===== config.mk =====
export PLATFORM = sky130hd
export DESIGN_NAME = srr_controller
export DESIGN_NICKNAME = d
export VERILOG_FILES = /design/src/rtl/srr_pkg.sv /design/src/rtl/srr_controller.sv
export SDC_FILE = /design/constraint.sdc
export NUM_CORES = 1
export LEC_CHECK = 0
export BUFFER_PORTS_ARGS = -buffer_cell sky130_fd_sc_hd__clkbuf_2
export CORE_UTILIZATION = 50
export CTS_CLUSTER_SIZE = 24
export DETAILED_ROUTE_END_ITERATION = 10
export PLACE_DENSITY = 0.76
export REMOVE_ABC_BUFFERS = 1
export SLEW_MARGIN = 20
export SYNTH_ARGS = -nofsm -noshare
export SYNTH_HDL_FRONTEND = slang
export SYNTH_SLANG_ARGS = --single-unit

===== constraint.sdc =====
create_clock -name clk -period 7.7 [get_ports clk]
set_clock_uncertainty 0.15 [all_clocks]
set_input_delay 1.54 -clock clk [delete_from_list [all_inputs] [get_ports clk]]
set_output_delay 1.54 -clock clk [all_outputs]
set_load 0.02 [all_outputs]

===== src/rtl/srr_pkg.sv =====
// ----------------------------------------------------------------------------
// srr_pkg
// Shared types, codes and helpers of the stereo reprojection residual core.
// ----------------------------------------------------------------------------
package srr_pkg;

    localparam int WORD_BITS = 32;
    localparam int FRAC_BITS = 16;
    localparam int ROT_FRAC  = 30;
    localparam int ACC_W     = 50;
    localparam int DIV_W     = 2 * FRAC_BITS + 1;
    localparam int CNT_W     = $clog2(DIV_W + 1);

    localparam logic signed [ACC_W-1:0] WMAX =
        ACC_W'((64'sd1 <<< (WORD_BITS - 1)) - 64'sd1);
    localparam logic signed [ACC_W-1:0] WMIN = -WMAX - ACC_W'(1);
    localparam logic signed [ACC_W-1:0] ROT_ONE = ACC_W'(64'sd1 <<< ROT_FRAC);

    // input commands
    localparam logic [1:0] CMD_EVAL = 2'd0;
    localparam logic [1:0] CMD_POSE = 2'd1;
    localparam logic [1:0] CMD_EXTR = 2'd2;
    localparam logic [1:0] CMD_WROW = 2'd3;

    // result status
    localparam logic [1:0] RS_OK         = 2'd0;
    localparam logic [1:0] RS_ZERO_DEPTH = 2'd1;
    localparam logic [1:0] RS_SAT        = 2'd2;

    // configuration register indexes
    localparam logic [2:0] CFG_FOCAL_X  = 3'd0;
    localparam logic [2:0] CFG_FOCAL_Y  = 3'd1;
    localparam logic [2:0] CFG_CENTER_X = 3'd2;
    localparam logic [2:0] CFG_CENTER_Y = 3'd3;
    localparam logic [2:0] CFG_BASELINE = 3'd4;

    typedef enum logic [4:0] {
        DP_NOP, DP_POS, DP_OFF, DP_WROW, DP_QPROD_B, DP_QPROD_C, DP_QMAT_B,
        DP_QMAT_C, DP_DIFF, DP_ROTB, DP_ROTC, DP_DIVGO, DP_INVZ, DP_XN, DP_YN,
        DP_BT, DP_PX, DP_PY, DP_RES, DP_WHT, DP_ZRES, DP_PUBLISH
    } dp_op_t;

    typedef enum logic [2:0] {
        PG_POSE, PG_EXTR, PG_WROW, PG_EV1, PG_EV2
    } prog_t;

    typedef enum logic [2:0] {
        ST_IDLE, ST_RUN, ST_ZCHK, ST_DIVGO, ST_DIVPAD, ST_DIVWAIT, ST_PUB
    } state_t;

    typedef struct packed {
        logic       capture;
        dp_op_t     op;
        logic [3:0] idx;
    } dp_cmd_t;

    typedef struct packed {
        logic z_zero;
        logic div_busy;
        logic out_free;
    } dp_stat_t;

    typedef struct packed {
        dp_op_t     op;
        logic [3:0] idx;
        logic       last;
    } uop_t;

    typedef struct packed {
        logic signed [WORD_BITS-1:0] val;
        logic                        ovf;
    } sat_t;

    typedef struct packed {
        logic [1:0] row;
        logic [1:0] col;
    } rc_t;

    function automatic sat_t sat_word(input logic signed [ACC_W-1:0] v);
        sat_t r;
        if (v > WMAX) begin
            r.val = WMAX[WORD_BITS-1:0];
            r.ovf = 1'b1;
        end else if (v < WMIN) begin
            r.val = WMIN[WORD_BITS-1:0];
            r.ovf = 1'b1;
        end else begin
            r.val = v[WORD_BITS-1:0];
            r.ovf = 1'b0;
        end
        return r;
    endfunction

    function automatic logic signed [ACC_W-1:0] ext(input logic signed [WORD_BITS-1:0] x);
        return ACC_W'(x);
    endfunction

    function automatic logic [WORD_BITS-1:0] mag_of(input logic signed [WORD_BITS-1:0] x);
        return x[WORD_BITS-1] ? WORD_BITS'(-x) : WORD_BITS'(x);
    endfunction

    // row and column of a 3x3 entry, row major
    function automatic rc_t split3(input logic [3:0] k);
        rc_t r;
        case (k)
            4'd0:    r = '{row: 2'd0, col: 2'd0};
            4'd1:    r = '{row: 2'd0, col: 2'd1};
            4'd2:    r = '{row: 2'd0, col: 2'd2};
            4'd3:    r = '{row: 2'd1, col: 2'd0};
            4'd4:    r = '{row: 2'd1, col: 2'd1};
            4'd5:    r = '{row: 2'd1, col: 2'd2};
            4'd6:    r = '{row: 2'd2, col: 2'd0};
            4'd7:    r = '{row: 2'd2, col: 2'd1};
            4'd8:    r = '{row: 2'd2, col: 2'd2};
            default: r = '{row: 2'd0, col: 2'd0};
        endcase
        return r;
    endfunction

    // micro-programs run by the controller, one datapath op per cycle
    function automatic uop_t prog_entry(input prog_t p, input logic [4:0] s);
        uop_t u;
        u.op   = DP_NOP;
        u.idx  = 4'd0;
        u.last = 1'b0;
        case (p)
            PG_POSE, PG_EXTR:
            begin
                if (s == 5'd0) begin
                    u.op = (p == PG_POSE) ? DP_POS : DP_OFF;
                end else if (s <= 5'd9) begin
                    u.op  = (p == PG_POSE) ? DP_QPROD_B : DP_QPROD_C;
                    u.idx = 4'(s - 5'd1);
                end else begin
                    u.op   = (p == PG_POSE) ? DP_QMAT_B : DP_QMAT_C;
                    u.idx  = 4'(s - 5'd10);
                    u.last = (s == 5'd18);
                end
            end
            PG_WROW:
            begin
                u.op   = DP_WROW;
                u.last = 1'b1;
            end
            PG_EV1:
            begin
                if (s <= 5'd2) begin
                    u.op  = DP_DIFF;
                    u.idx = 4'(s);
                end else if (s >= 5'd4 && s <= 5'd12) begin
                    u.op  = DP_ROTB;
                    u.idx = 4'(s - 5'd4);
                end else if (s >= 5'd14 && s <= 5'd22) begin
                    u.op  = DP_ROTC;
                    u.idx = 4'(s - 5'd14);
                end else begin
                    u.last = (s == 5'd23);
                end
            end
            PG_EV2:
            begin
                case (s)
                    5'd0: u.op = DP_INVZ;
                    5'd1: u.op = DP_NOP;
                    5'd2: u.op = DP_XN;
                    5'd3: u.op = DP_YN;
                    5'd4: u.op = DP_BT;
                    5'd5: u.op = DP_PX;
                    5'd6: u.op = DP_PY;
                    5'd7: u.op = DP_RES;
                    5'd8: u.op = DP_NOP;
                    default:
                    begin
                        u.op   = DP_WHT;
                        u.idx  = 4'(s - 5'd9);
                        u.last = (s == 5'd17);
                    end
                endcase
            end
            default: u.last = 1'b1;
        endcase
        return u;
    endfunction

endpackage


===== src/rtl/srr_controller.sv =====
// ----------------------------------------------------------------------------
// srr_controller
// Sequencer: accepts items, steps the datapath through its micro-programs,
// waits on the divider and hands results to the output register.
// ----------------------------------------------------------------------------
module srr_controller import srr_pkg::*; (
    input  logic       clk,
    input  logic       rst_n,
    input  logic       in_valid,
    output logic       in_ready,
    input  logic [1:0] command,
    input  dp_stat_t   stat,
    output dp_cmd_t    cmd
);

    state_t     state_reg, state_next;
    prog_t      prog_reg, prog_next;
    logic [4:0] step_reg, step_next;
    uop_t       uop;

    assign uop = prog_entry(prog_reg, step_reg);

    always_ff @(posedge clk or negedge rst_n)
    begin
        if (!rst_n) begin
            state_reg <= ST_IDLE;
            prog_reg  <= PG_WROW;
            step_reg  <= '0;
        end else begin
            state_reg <= state_next;
            prog_reg  <= prog_next;
            step_reg  <= step_next;
        end
    end

    // next state
    always_comb
    begin
        state_next = state_reg;
        prog_next  = prog_reg;
        step_next  = step_reg;
        case (state_reg)
            ST_IDLE:
            begin
                if (in_valid) begin
                    state_next = ST_RUN;
                    step_next  = '0;
                    case (command)
                        CMD_POSE: prog_next = PG_POSE;
                        CMD_EXTR: prog_next = PG_EXTR;
                        CMD_WROW: prog_next = PG_WROW;
                        default:  prog_next = PG_EV1;
                    endcase
                end
            end
            ST_RUN:
            begin
                step_next = step_reg + 5'd1;
                if (uop.last) begin
                    case (prog_reg)
                        PG_EV1:  state_next = ST_ZCHK;
                        PG_EV2:  state_next = ST_PUB;
                        default: state_next = ST_IDLE;
                    endcase
                end
            end
            ST_ZCHK:    state_next = stat.z_zero ? ST_PUB : ST_DIVGO;
            ST_DIVGO:   state_next = ST_DIVPAD;
            ST_DIVPAD:  state_next = ST_DIVWAIT;
            ST_DIVWAIT:
            begin
                if (!stat.div_busy) begin
                    state_next = ST_RUN;
                    prog_next  = PG_EV2;
                    step_next  = '0;
                end
            end
            ST_PUB:
            begin
                if (stat.out_free) begin
                    state_next = ST_IDLE;
                end
            end
            default:    state_next = ST_IDLE;
        endcase
    end

    // outputs
    always_comb
    begin
        in_ready    = 1'b0;
        cmd.capture = 1'b0;
        cmd.op      = DP_NOP;
        cmd.idx     = 4'd0;
        case (state_reg)
            ST_IDLE:
            begin
                in_ready    = 1'b1;
                cmd.capture = in_valid;
            end
            ST_RUN:
            begin
                cmd.op  = uop.op;
                cmd.idx = uop.idx;
            end
            ST_ZCHK:
            begin
                if (stat.z_zero) begin
                    cmd.op = DP_ZRES;
                end
            end
            ST_DIVGO:   cmd.op = DP_DIVGO;
            ST_PUB:
            begin
                if (stat.out_free) begin
                    cmd.op = DP_PUBLISH;
                end
            end
            default:    cmd.op = DP_NOP;
        endcase
    end

endmodule


==> flow_summary.yaml <==
global_routing:
  grt_pass1_vias: 1453
  antenna_found_initial: 0
  grtUsageTotal_pct: 25.2
  grt_first_pass_wirelength_mm: 6.57
  grt_max_degree: 19
  gr-total-overflow: 0
floorplan:
  fp.dieH_um: 57.0
  start_util_pct: 53.9
  die_w_um: 57.0
  rows: 19
  core_area_um2: 2810
  die-area_um2: 3250
  ioPinCount: 19
final_layout:
  multi_input_area_um2: 1130
  fin_nets: 233
  drive_gt1_share_pct: 14.8
  diodes: 0
  largest_reg_flops: 5
  seq_area_um2: 277
  syn2layout_area_growth_pct: 5.96
  finalNonFillerCells: 240
  fill_cells: 261
logic_synthesis:
  synthCells: 200
  synth_top_cell_area_share_pct: 16.6
  ys_top_cells_by_count: "nand2_1 (20), o21ai_0 (20), a21oi_1 (15), ha_1 (15), nor2_1 (12)"
  synth_ff_type: "dfrtp_1"
  ys_ff_latch: 11
  ys_seq_area_share_pct: 18.3
  yosys.area.top_type: "dfrtp_1"
  netlist_area_um2: 1510
  yosys_warnings: 0
  synthArstFlopShare_pct: 100
  yosys.cell_types.count: 53
  syn_area_per_cell_um2: 7.56
  synth_edf_count: 0
  synthTopCellsByArea: "dfrtp_1 (17%), ha_1 (12%), o21ai_0 (6.6%), a21oi_1 (5.0%), nand2_1 (5.0%)"
routing:
  drt_iter0_markers: 238
  routed_wl_mm: 3.89
  dr.pass1.iters: 8
  via_per_inst: 6.58
  drc_errors: 6
  vias: 1580
  routedWlPerCell_um: 16.2
  ant_nets: 0
sta:
  fin_crit_sh_pct: 62.1
  worst_pin_slew_ps: 711
  finalSetupViolations: 0
  slew-limit-headroom_pct: 52.5
  rsz0062_at_grt: "false"
  drv_slew: 0
  finalCriticalPeriod_ps: 4780
  finalHoldViolCount: 0
  fin_setup_tns_ps: 0
  max_freq_ghz: 0.209
clock_tree:
  clkSlewWorstSetupHoldPaths_ps: 70
  cts_root_buffer: "clkbuf_4"
  post_cts_buffers: 0
  cts_htree_levels: 1
  clk_latency_ps: 270
  post_cts_resize_count: 0
  postCtsHoldBufs: 0
  cts_tree: "done"
  cts_sinks: 11
  clock_path_buffers: 2
  cts_made_buffers: 3
worst_setup_path:
  start_kind: "register"
  worstSetupStartpoint: "step_reg[3]$_DFFE_PN0P_"
  cp_max_fo: 11
  slowest_delay_ps: 530
  crit_family: "compound AO/OA/AOI/OAI gates"
  arrival_ps: 3090
  cp-end-kind: "primary output"
  critPathKind: "reg2out"
  r2r-start: "step_reg[0]$_DFFE_PN0P_"
  worstPathRequired_ps: 6010
  cp_cell_sequence: "clkinv_1, ha_1, a22o_1, o31a_1, nor3_2, o311ai_0, a31oi_1, clkbuf_2"
  cp_slowest_cell: "dfrtp_1"
  path_buf_inv: 2
placed_design:
  place_inst: 236
  gp_congestion: 0.970
  hpwlAfterDp_mm: 2.93
  port-buffer-count: 18
power:
  power_density_nw_per_um2: 407
  peakVddDrop_mv: 0.182
  p_leak_nw: 0.673
run_status:
  violations: "design-rule violations"
  status: "finished with violations"
worst_hold_path:
  hold_path_class: "reg2reg"
  hp-start: "prog_reg[1]$_DFFE_PN1P_"
flow_run:
  drv_cap: 0
report_power, final:
group / switching (mW) / internal, mW / total, mW / leakage, nW
clock network: 0.0186 / 0.0200 / 0.0387 / 0.0150
logic: 0.291 / 0.193 / 0.484 / 0.515
registers: 0.0524 / 0.0773 / 0.130 / 0.143
final cells by class:
cell class | count | share of cell area, %
inverters | 11 | 2.58
repair buffers | 18 | 5.62
flip-flops and latches | 11 | 17.3
well taps | 31 | 2.42
clock buffers | 4 | 1.64
multi-input cells | 165 | 70.5
placed cells by master (no fill, tap or decap), types with 5 or more instances in the layout:
| cell | count |
|---|---|
| nand2_1 | 20 |
| o21ai_0 | 20 |
| clkbuf_2 | 18 |
| a21oi_1 | 15 |
| ha_1 | 15 |
| nor2_1 | 12 |
| inv_1 | 10 |
| dfrtp_1 | 10 |
| nor3_1 | 8 |
| nand2b_1 | 5 |
| o22ai_1 | 5 |
per-stage QoR:
stage | power, mW | instance area, um2 | utilization, % | setup WS, ps | hold slack [ps]
finish | 0.652 | 1600 | 57.1 | 2920 | 444
CTS | 0.644 | 1600 | 57.1 | 2980 | 440
global placement | 0.590 | 1580 | 56.2 | 3520 | 423
floorplan | 0.482 | 1450 | - | 3610 | 374
detailed placement | 0.604 | 1580 | 56.2 | 3300 | 430
global route | 0.710 | 1600 | 57.1 | 2700 | 487
tightest hold or removal path: stages (launching register included):
cell	delay, ps
dfstp_2	430
o21ai_0	80
o21ai_0	80
worst paths after layout:
kind                                            end  slack, ps  cells after the start
max reg2reg                state_reg[2]$_DFFE_PN0P_       5140                      6
min                         prog_reg[1]$_DFFE_PN1P_        440                      2
max in group asynchronous   prog_reg[1]$_DFFE_PN1P_       6150                      1
min in group asynchronous   step_reg[0]$_DFFE_PN0P_        980                      1
max                                          cmd[2]       2920                      8
min reg2reg                 prog_reg[1]$_DFFE_PN1P_        440                      2
per-layer routing:
| layer | vias up | track usage, % | part of all wire (%) |
|---|---|---|---|
| li1 | 753 | - | - |
| met1 | 738 | 33.9 | 43 |
| met2 | 85 | 42.0 | 50 |
| met3 | 4 | 3.17 | 6.6 |
| met4 | 0 | 8.36 | 0.51 |
| met5 | - | 0 | 0 |
kinds of logic after synthesis:
family          after synthesis  synth area share (%)
simple gates                 71                  25.6
mux                           1                 0.662
flops                        11                  18.3
compound gates               76                  34.9
fa+ha+maj                    15                  12.4
xor+xnor                      2                  1.16
buf+inv                      24                  7.04
No activity file was read; power rests on OpenSTA's default activity.
